File: src/hdl/lrucpf_pkg.sv
// Shared constants and types for the LRU set-associative cache with next-line prefetch.
package lrucpf_pkg;

    localparam int NUM_SETS     = 1024;
    localparam int MAX_WAYS     = 8;
    localparam int LINE_BYTES   = 32;
    localparam int OFFSET_BITS  = $clog2(LINE_BYTES);
    localparam int ADDR_W       = 32;
    localparam int SET_W        = $clog2(NUM_SETS);
    localparam int IDX_BITS_MAX = $clog2(NUM_SETS + 1) - 1;
    localparam int WAY_W        = (MAX_WAYS > 1) ? $clog2(MAX_WAYS) : 1;
    localparam int RANK_W       = WAY_W;
    localparam int WCNT_W       = $clog2(MAX_WAYS + 1);
    localparam int TAG_W        = ADDR_W - OFFSET_BITS;
    localparam int CNT_W        = 32;
    localparam int CFG_W        = 4;
    localparam int CFG_IDX_W    = 1;
    localparam int S_DATA_W     = 32;
    localparam int M_DATA_W     = ((1 + 2 * CNT_W + 7) / 8) * 8;

    // Configuration register indexes
    localparam logic [CFG_IDX_W-1:0] REG_WAYS_IN_USE    = 1'b0;
    localparam logic [CFG_IDX_W-1:0] REG_SET_INDEX_BITS = 1'b1;

    // One set of the tag store: tags, LRU ages and valid bits of all ways
    typedef struct packed {
        logic [MAX_WAYS-1:0][TAG_W-1:0]  tag;
        logic [MAX_WAYS-1:0][RANK_W-1:0] rank;
        logic [MAX_WAYS-1:0]             valid;
    } set_row_t;

    localparam int ROW_W = $bits(set_row_t);

    // Outcome of one set lookup
    typedef struct packed {
        logic     hit;
        set_row_t row;
    } lookup_t;

endpackage

File: src/hdl/lrucpf_way_unit.sv
// Shared lookup and LRU update unit: compares one tag against a set and builds the new set.
module lrucpf_way_unit (
    input  lrucpf_pkg::set_row_t              row_i,
    input  logic [lrucpf_pkg::TAG_W-1:0]      tag_i,
    input  logic [lrucpf_pkg::WCNT_W-1:0]     ways_i,
    output lrucpf_pkg::lookup_t               res_o
);
    import lrucpf_pkg::*;

    logic [MAX_WAYS-1:0] match;
    logic                hit;
    logic [WAY_W-1:0]    hit_way;
    logic [WAY_W-1:0]    free_way;
    logic                have_free;
    logic [WCNT_W-1:0]   count;
    logic [RANK_W-1:0]   oldest;
    logic [WAY_W-1:0]    victim;
    logic                fill;
    logic [WAY_W-1:0]    touch_way;
    logic [RANK_W-1:0]   old_rank;
    set_row_t            nrow;

    // Scan the ways: match, occupancy, lowest free way, last way holding the oldest age
    always_comb begin
        match     = '0;
        hit_way   = '0;
        free_way  = '0;
        have_free = 1'b0;
        count     = '0;
        oldest    = '0;
        victim    = '0;
        for (int i = 0; i < MAX_WAYS; i++) begin
            match[i] = row_i.valid[i] && (row_i.tag[i] == tag_i);
            if (row_i.valid[i]) begin
                count = count + WCNT_W'(1);
                if (row_i.rank[i] >= oldest) begin
                    oldest = row_i.rank[i];
                    victim = WAY_W'(i);
                end
            end else if (!have_free) begin
                have_free = 1'b1;
                free_way  = WAY_W'(i);
            end
        end
        for (int i = MAX_WAYS - 1; i >= 0; i--) begin
            if (match[i]) begin
                hit_way = WAY_W'(i);
            end
        end
    end

    assign hit       = |match;
    assign fill      = !hit && have_free && (count < ways_i);
    assign touch_way = hit ? hit_way : victim;
    assign old_rank  = row_i.rank[touch_way];

    always_comb begin
        nrow = row_i;
        if (fill) begin
            // Age every resident line, place the new one as most recent
            for (int i = 0; i < MAX_WAYS; i++) begin
                if (row_i.valid[i]) begin
                    nrow.rank[i] = row_i.rank[i] + RANK_W'(1);
                end
            end
            nrow.valid[free_way] = 1'b1;
            nrow.tag[free_way]   = tag_i;
            nrow.rank[free_way]  = '0;
        end else begin
            // Hit or eviction: promote one way, age the younger ones
            if (!hit) begin
                nrow.tag[victim] = tag_i;
            end
            for (int i = 0; i < MAX_WAYS; i++) begin
                if ((WAY_W'(i) != touch_way) && row_i.valid[i] &&
                    (row_i.rank[i] < old_rank)) begin
                    nrow.rank[i] = row_i.rank[i] + RANK_W'(1);
                end
            end
            nrow.rank[touch_way] = '0;
        end
    end

    assign res_o.hit = hit;
    assign res_o.row = nrow;

endmodule
File: config.mk
export PLATFORM = sky130hd
export DESIGN_NAME = lrucpf_way_unit
export DESIGN_NICKNAME = d
export VERILOG_FILES = /design/src/hdl/lrucpf_pkg.sv /design/src/hdl/lrucpf_way_unit.sv
export SDC_FILE = /design/constraint.sdc
export NUM_CORES = 1
export LEC_CHECK = 0
export ABC_CLOCK_PERIOD_IN_PS = 15700
export BUFFER_PORTS_ARGS = -buffer_cell sky130_fd_sc_hd__buf_2
export CAP_MARGIN = 25
export CORE_AREA = 2 2 207 209
export DETAILED_ROUTE_END_ITERATION = 16
export DIE_AREA = 0 0 209 211
export PLACE_DENSITY = 0.58
export SLEW_MARGIN = 30
export SYNTH_ARGS = -nofsm -noshare
export SYNTH_HDL_FRONTEND = slang
export SYNTH_SLANG_ARGS = --single-unit
File: constraint.sdc
create_clock -name vclk -period 15.7
set_input_delay 1.57 -clock vclk [all_inputs]
set_output_delay 1.57 -clock vclk [all_outputs]
set_load 0.01 [all_outputs]
=== Word level (Yosys, flattened, before mapping) ===
Index checks and enable logic that the tools add are counted.

* Bits in registers: 0
* Input port bits: 279
* Word-level logic and storage cells: 206

* Add/sub/neg operators: 15
* Magnitude comparators: 23
* Equal/unequal tests: 15
* Muxes and demuxes: 116
* Bitwise gates (word level): 5
* Reductions and logical operators: 32

{| class="wikitable"
|+ Operator list
! cell !! count
|-
| $bwmux 216 || 2
|-
| $mux 3 || 82
|-
| $mux 240 || 1
|-
| $eq 27x27->1 || 8
|-
| $mux 216 || 1
|-
| $demux 27 s3 || 2
|-
| $mux 27 || 2
|-
| $and 24x24->24 || 2
|-
| $not 24->24 || 2
|-
| $logic_and 1x1->1 || 29
|-
| $add 4x1->4 const B || 7
|-
| $mux 4 || 7
|-
| $add 3x1->3 const B || 8
|-
| $lt 3x3->1 || 8
|-
| $ge 3x3->1 || 7
|-
| $demux 3 s3 || 2
|-
| $mux 1 || 14
|-
| $ge 3x1->1 const B || 4
|-
| $lt 3x4->1 const B || 3
|-
| $ne 3x3->1 const A || 4
|-
| $bmux 3 s3 || 1
|-
| $mux 8 || 1
|-
| $or 8x8->8 || 1
|-
| $reduce_or 8->1 || 1
|-
| other kinds (6) || 7
|}

=== Longest topological paths before layout ===
Gate-level depths: netlist of the first run.

* Depth after elaboration: 33
* Mapped depth: 58

=== Worst setup path before layout of the first run ===
No wires, ideal clock.

* Path kind: input -> output
* Start: in row_i[0] (netlist bit)
* End: out res_o[13] (netlist bit)
* Arrival: 13,824 ps
* Setup slack: 306 ps
* Cell stages on the path: 55
* Path buffers: 2
* Cell sequence: ha_1 > ha_1 > nand2b_4 > a211oi_1 > nor2_1 > mux2_2 > ha_1 > nor2b_1 > maj3_1 > o21ai_0 > nand2_1 > mux2_2 > ha_1 > nor2b_1 > nor2b_1 > and4_1 > a2bb2oi_1 > or4b_4 > [... 19 more ...] > ha_1 > a21oi_1 > nor2b_1 > o21ai_0 > and2_1 > nand4_1 > o21ai_1 > clkbuf_1 > clkbuf_1 > mux2_2 > nor2_1 > a211oi_1 > a31oi_1 > ha_1 > nor4_1 > or4_1 > mux2_4 > o221ai_2

{| class="wikitable"
|+ RTL lines
! element !! RTL line !! text
|-
| from (decl) || lrucpf_way_unit.sv:3 || <nowiki>input lrucpf_pkg::set_row_t row_i,</nowiki>
|-
| to (decl) || lrucpf_way_unit.sv:6 || <nowiki>output lrucpf_pkg::lookup_t res_o</nowiki>
|}

==> results of run 1 <==
==> worst max-delay path by stage <==
stage | from | to | depth (start not counted)
floorplan | row_i[0] | res_o[13] | 55
global placement | row_i[8] | res_o[19] | 56
detailed placement | row_i[8] | res_o[13] | 56
CTS | row_i[8] | res_o[13] | 56
global route | row_i[8] | res_o[13] | 58
finish | row_i[8] | res_o[13] | 56
==> through the flow <==
| step | cell area [sq um] | setup WS, ns |
|---|---|---|
| final | 12460 | 0.6656 |
| after floorplan | 9104 | 0.3062 |
| after global routing | 12450 | -0.02465 |
| after detailed placement | 12250 | -0.1398 |
| after global placement | 12240 | 0.1336 |
| after CTS | 12260 | 0.03772 |
==> cells by family (layout without fill, tap and decap cells) <==
group	after synthesis	count (layout)	synth area share [%]
AND/OR/NAND/NOR	353	353	21.85
buffers and inverters	135	603	6.377
other	0	10	0
XOR/XNOR	230	230	22.29
adder cells (fa/ha/maj)	45	45	6.075
AO/OA/AOI/OAI	155	155	13.03
multiplexers	246	246	30.37
==> per-layer routing <==
| metal | vias to the layer above | part of all wire [%] | global-route usage, % |
|---|---|---|---|
| met2 | 700 | 46 | 42.99 |
| met5 | - | 0 | 0 |
| li1 | 5318 | - | - |
| met4 | 0 | 4.5 | 10.20 |
| met1 | 5780 | 41 | 33.47 |
| met3 | 123 | 8.1 | 4.609 |
==> synthesized netlist by cell type, types with 5 or more instances <==
library cell	n
mux2_2	227
xnor2_1	127
xor2_1	101
nand2_1	75
nand4_1	71
clkbuf_1	60
nor4_1	56
ha_1	41
inv_1	34
nand3_1	32
nor2_1	32
buf_2	23
o21ai_0	23
a21oi_1	21
mux2i_1	16
nor4b_1	12
or4_1	12
nor3_1	11
nor2b_1	9
a31oi_1	8
buf_1	8
and2_1	7
o31ai_1	7
or3_1	7
nand2b_1	6
o22ai_1	6
a211oi_1	5
a21o_1	5
a311oi_1	5
o21ai_1	5
==> cell type report <==
cell class,count,area [sq um]
diodes,10,25.02
fillers,4573,29300
inverters,36,135.1
multi-input cells,1029,8641
well taps,539,674.4
repair buffers,567,2984
==> what timing repair did <==
item,in CTS,in global routing
pin swaps,0,5
buffers inserted,0,9
cloned,0,1
resized for setup,1,21
endpoints found under the setup margin,9,24
endpoints found under the hold margin,0,0
==> power breakdown <==
group / internal (mW) / leakage, nW / total (mW) / switching, mW
clock: 0.0000000924 / 0.0000661 / 0.0000000925 / 0
combinational: 0.456 / 5.38 / 1.08 / 0.624
sequential: 0 / 0 / 0 / 0
total: 0.456 / 5.38 / 1.08 / 0.624
==> results.toml, run 1 <==
[routing]
detail_route.first_pass.iterations = 5
post_drt_via_cell_ratio = 5.466
drtIter0Drc = 1098
wire_per_inst_um = 27.89
ant_nets = 0
drc_errors = 0
vias = 11920
wl_um = 60820

[floorplanning]
die_y_um = 211
die_area_sq_mm = 0.04410
start_util_pct = 21.80
fp.coreArea_sq_mm = 0.04176
fp-row-count = 75
die-width_um = 209
io_pins = 528

[setup_path]
critPathMostFrequentCell = "ha_1"
path_class = "primary input to output port"
worst-path-buf-inv = 3
max_stage_delay_ns = 0.60
critPathTopFamily = "simple AND/OR/NAND/NOR gates"
crit_slowest_cell = "or4_1"
endpoint_kind = "output port"
cp-start-kind = "primary input"
cp.arrival_ns = 13.46
path_max_fanout = 8
worstPathRequired_ns = 14.13

[logic_synthesis]
syn-num-nets = 1484
synth_cells = 1164
yosys.area.top_type_share_pct = 28.08
yosysTopAreaCell = "mux2_2"
synth_cell_types = 84
ys_top_cells_by_area = "mux2_2 (28%), xnor2_1 (12%), xor2_1 (9.7%)"
syn_area_per_cell_sq_um = 7.821
yosysWarnings = 0
netlist_area_sq_mm = 0.009104
seq_area_frac_synth_pct = 0

[place]
port_buffers = 528
hpwl_um = 50440
place_congestion = 1.044
dp.cells = 2161

[finish]
layout_common_cells = "buf_2 (528), mux2_2 (227), xnor2_1 (127)"
final_common_cell = "buf_2"
instances_no_fill = 2181
layout-drive-gt1-share_pct = 51.59
utilization_pct = 29.84
nNetsFinal = 1954
ff_latch_area_sq_um = 0
seq_cell_count = 0
syn_to_final_growth_pct = 36.86
clock_buffers = 0

[clocking]
ctsHoldBuffers = 0

[hold_path]
min_path_cells = 3
min_to = "res_o[63]"
hp-start = "row_i[63]"
min_path_type = "primary input to output port"

[global_route]
grt_overflow = 0
grt_pass1_wl_um = 83460
antenna_found_initial = 14
grt_pass1_vias = 11530
grt_max_degree = 28
grtUsageTotal_pct = 25.97

[sta]
worstMarginPinSlew_ns = 0.8416
fin_crit_sh_pct = 95.76
setup_tns_ns = 0
maxSlewViolCount = 0
slew_headroom_pct = 43.49
hold_viol = 0
setup_violations = 0
fin_hold_ws_ns = 3.480
fin_crit_ns = 15.03
fmax_ghz = 0.06651

[run_status]
status = "complete, no violations"

[power]
peakVddDrop_uv = 65.99
p_leak_nw = 5.384
power_density_mw_per_mm2 = 86.69
power.total_mw = 1.080

[flow_run]
drv_cap = 0
Note: power is estimated with default switching activity, not from simulation.
==> run 2: changes to the inputs <==
BUFFER_PORTS_ARGS = -buffer_cell sky130_fd_sc_hd__clkbuf_2   (was -buffer_cell sky130_fd_sc_hd__buf_2)
==> results.toml, run 2 (synthesis results as in run 1) <==
[run_status]
status = "complete, no violations"

[place]
hpwl_um = 50450
place_area_sq_mm = 0.01226
pre_cts_slack_ns = -0.008933
place_congestion = 0.9958
port_buffers = 528

[power]
peakVddDrop_uv = 53.24
p_leak_nw = 5.480
power_density_mw_per_mm2 = 86.37
power.total_mw = 1.073

[routing]
wl_um = 60520
top_layer = "met5"
wire_per_inst_um = 27.84
met3_length_um = 4797
detail_route.first_pass.iterations = 5
post_drt_via_cell_ratio = 5.534
dr_wl_met2_um = 28180
drc_errors = 0
drtIter0Drc = 1078
ant_nets = 0
wl_met1_um = 24910
vias = 12030

[floorplanning]
fp-row-count = 75
die_area_sq_mm = 0.04410
io_pins = 528
die_y_um = 211
fp.coreArea_sq_mm = 0.04176
start_util_pct = 21.80
die-width_um = 209

[clocking]
ctsHoldBuffers = 0

[sta]
setup_tns_ns = 0
fmax_ghz = 0.06639
fin_hold_ws_ns = 3.489
hold_viol = 0
maxSlewViolCount = 0
fin_crit_ns = 15.06
slew_headroom_pct = 45.85
worstMarginPinSlew_ns = 0.8065
layout_setup_ws_ns = 0.6371
setup_violations = 0
fin_crit_sh_pct = 95.94
rsz0062_at_grt = "no"

[global_route]
grt_overflow = 0
grtUsageTotal_pct = 25.82
grt_pass1_vias = 11520
grt_max_degree = 28
grt_pass1_wl_um = 83170
antenna_found_initial = 11

[setup_path]
path_class = "primary input to output port"
path_max_fanout = 17
max_stage_delay_ns = 0.58
endpoint_kind = "output port"
worstPathRequired_ns = 14.13
crit_slowest_cell = "or4_4"
cp.arrival_ns = 13.49
cp-start-kind = "primary input"
critPathMostFrequentCell = "ha_1"

[finish]
final_area_sq_mm = 0.01243
layout_common_cells = "clkbuf_2 (528), mux2_2 (227), xnor2_1 (127)"
seq_cell_count = 0
clock_buffers = 0
ff_latch_area_sq_um = 0
nNetsFinal = 1952
final_common_cell = "clkbuf_2"
layout-drive-gt1-share_pct = 51.72
syn_to_final_growth_pct = 36.50

[hold_path]
min_to = "res_o[36]"
hp-start = "row_i[36]"
min_path_type = "primary input to output port"
min_path_cells = 3

[flow_run]
drv_cap = 0
==> run 2: cell types whose count changed in the layout (fill, tap and decap cells not counted), moves of 2 or more <==
cell      before  now
buf_2        528    0
clkbuf_2       0  528
diode_2       10    5
buf_6          3    1
ha_1          40   38
==> run 2: worst max-delay path: cells and delay by family <==
kind | cells | cell delay (ns)
buf+inv | 4 | 0.73
simple gates | 19 | 3.53
compound gates | 15 | 2.77
mux | 7 | 2.31
fa+ha+maj | 9 | 2.55
==> run 2: worst max-delay path by stage <==
| stage | startpoint | end | slack (ns) |
|---|---|---|---|
| after floorplan | row_i[0] | res_o[13] | 0.31 |
| after global placement | row_i[8] | res_o[19] | 0.34 |
| after detailed placement | row_i[8] | res_o[19] | -0.009 |
| after CTS | row_i[8] | res_o[19] | 0.05 |
| after global routing | row_i[8] | res_o[19] | 0.04 |
| final | row_i[8] | res_o[19] | 0.64 |
==> run 2: power breakdown <==
part / switching (mW) / internal, mW
Clock: 0 / 0.0000000430
Sequential: 0 / 0
Combinational: 0.621 / 0.453
==> run 2: area by class of cell <==
| class | count | area, sq um |
|---|---|---|
| Fill cell | 4548 | 29330 |
| Multi-Input combinational cell | 1029 | 8651 |
| Timing Repair Buffer | 565 | 2954 |
| Tap cell | 539 | 674.4 |
| Inverter | 36 | 135.1 |
| Antenna cell | 5 | 12.51 |
==> run 2: layer usage <==
metal  GRT usage, %  vias to the layer above
li1               -                     5285
met1          33.37                     5856
met2          43.41                      755
met3          3.851                      133
met4          9.606                        2
met5              0                        -
==> run 2: timing repair <==
item                                    in CTS  in global routing
resized for setup                            1                 21
pin swaps                                    0                  8
cloned                                       0                  1
setup buffers                                0                  6
endpoints found under the setup margin       2                 24
==> run 2: per-stage QoR <==
stage | util [%] | std cells
5_1_grt | 29.76 | 2174
4_1_cts | 29.37 | 2162
2_1_floorplan | - | 1164
3_5_place_dp | 29.36 | 2162
3_3_place_gp | 29.32 | 2161
6_report | 29.76 | 2174
==> run 3: changes to the inputs <==
RECOVER_POWER = 25   (was not set)
==> results.toml, run 3 (synthesis results as in run 1) <==
[floorplanning]
fp.coreArea_sq_mm = 0.04176
die_area_sq_mm = 0.04410
fp-row-count = 75
start_util_pct = 21.80
die-width_um = 209
io_pins = 528
die_y_um = 211

[finish]
nNetsFinal = 1952
fill_cells = 4572
multiInputGateArea_sq_mm = 0.008641
layout_common_cells = "clkbuf_2 (498), mux2_2 (220), xnor2_1 (127)"
final_area_sq_mm = 0.01235
clock_buffers = 0
instances_no_fill = 2174
seq_cell_count = 0
syn_to_final_growth_pct = 35.69
layout-drive-gt1-share_pct = 48.90
utilization_pct = 29.58
final_common_cell = "clkbuf_2"
ff_latch_area_sq_um = 0

[place]
place_area_sq_mm = 0.01226
hpwl_um = 50450
pre_cts_slack_ns = -0.008933
place_congestion = 0.9958
dp.cells = 2162
port_buffers = 528

[setup_path]
critPathMostFrequentCell = "ha_1"
worstPathRequired_ns = 14.13
cp-start-kind = "primary input"
path_max_fanout = 13
cp-startpoint = "row_i[8]"
endpoint_kind = "output port"
cp.arrival_ns = 13.55
endpoint = "res_o[19]"
crit_slowest_cell = "or4_4"
path_class = "primary input to output port"
max_stage_delay_ns = 0.58

[run_status]
status = "finished, violations left"
violations = "max-capacitance violations, max-slew violations"

[hold_path]
min_path_type = "primary input to output port"

[routing]
ant_nets = 0
vias = 11990
detail_route.first_pass.iterations = 6
post_drt_via_cell_ratio = 5.516
wire_per_inst_um = 27.78
drtIter0Drc = 1051
wl_um = 60400
drc_errors = 0

[sta]
rsz0062_at_grt = "no"
fin_crit_sh_pct = 96.33
fin_crit_ns = 15.12
hold_viol = 0
layout_setup_ws_ns = 0.5764
setup_tns_ns = 0
worstMarginPinSlew_ns = 1.833
setup_violations = 0
fmax_ghz = 0.06612
slew_headroom_pct = -22.23
fin_hold_ws_ns = 3.489
maxSlewViolCount = 126

[global_route]
grt_max_degree = 28
grt_overflow = 0
grtUsageTotal_pct = 25.82
grt_pass1_vias = 11520
antenna_found_initial = 11
grt_pass1_wl_um = 83170

[power]
peakVddDrop_uv = 57.19
power_density_mw_per_mm2 = 86.35
power.total_mw = 1.067
p_leak_nw = 5.366

[flow_run]
drv_cap = 5
[run 3: layout make-up]
| class | instances | area share [%] |
|---|---|---|
| Multi-Input combinational cell | 1029 | 69.95 |
| Tap cell | 539 | 5.459 |
| Inverter | 36 | 1.094 |
| Timing Repair Buffer | 565 | 23.40 |
| Antenna cell | 5 | 0.1013 |
[run 3: worst max-delay path: cells and delay by family]
| family | cells | cell delay, ns |
|---|---|---|
| adders and majority gates | 9 | 2.57 |
| muxes | 7 | 2.00 |
| and+or+nand+nor | 19 | 3.50 |
| buffers and inverters | 4 | 0.82 |
| AOI/OAI and AO/OA | 16 | 3.09 |
[run 3: what timing repair did]
action,CTS,global route
hold buffers,0,0
setup buffers,0,6
resized for setup,1,21
setup endpoints to repair,2,24
cloned,0,1
pin swaps,0,8
[run 3: power breakdown]
part             total [mW]  switching (mW)  internal [mW]
Combinational          1.07           0.620          0.447
Clock          0.0000000431               0   0.0000000430
Sequential                0               0              0
[run 3: worst min path at each step]
| stage | slack (ns) | end | cells past startpoint | start |
|---|---|---|---|---|
| 2_1_floorplan | 3.28 | res_o[30] | 2 | row_i[30] |
| 3_3_place_gp | 3.49 | res_o[174] | 3 | row_i[174] |
| 3_5_place_dp | 3.49 | res_o[210] | 3 | row_i[210] |
| 4_1_cts | 3.49 | res_o[210] | 3 | row_i[210] |
| 5_1_grt | 3.51 | res_o[36] | 3 | row_i[36] |
| 6_report | 3.49 | res_o[36] | 3 | row_i[36] |
[run 3: per-layer routing]
layer  global-route usage [%]  vias to the layer above  share of wire, %
li1                         -                     5289                 -
met1                    33.37                     5822                41
met2                    43.41                      747                46
met3                    3.851                      131               7.8
met4                    9.606                        2               4.3
met5                        0                        -             0.015
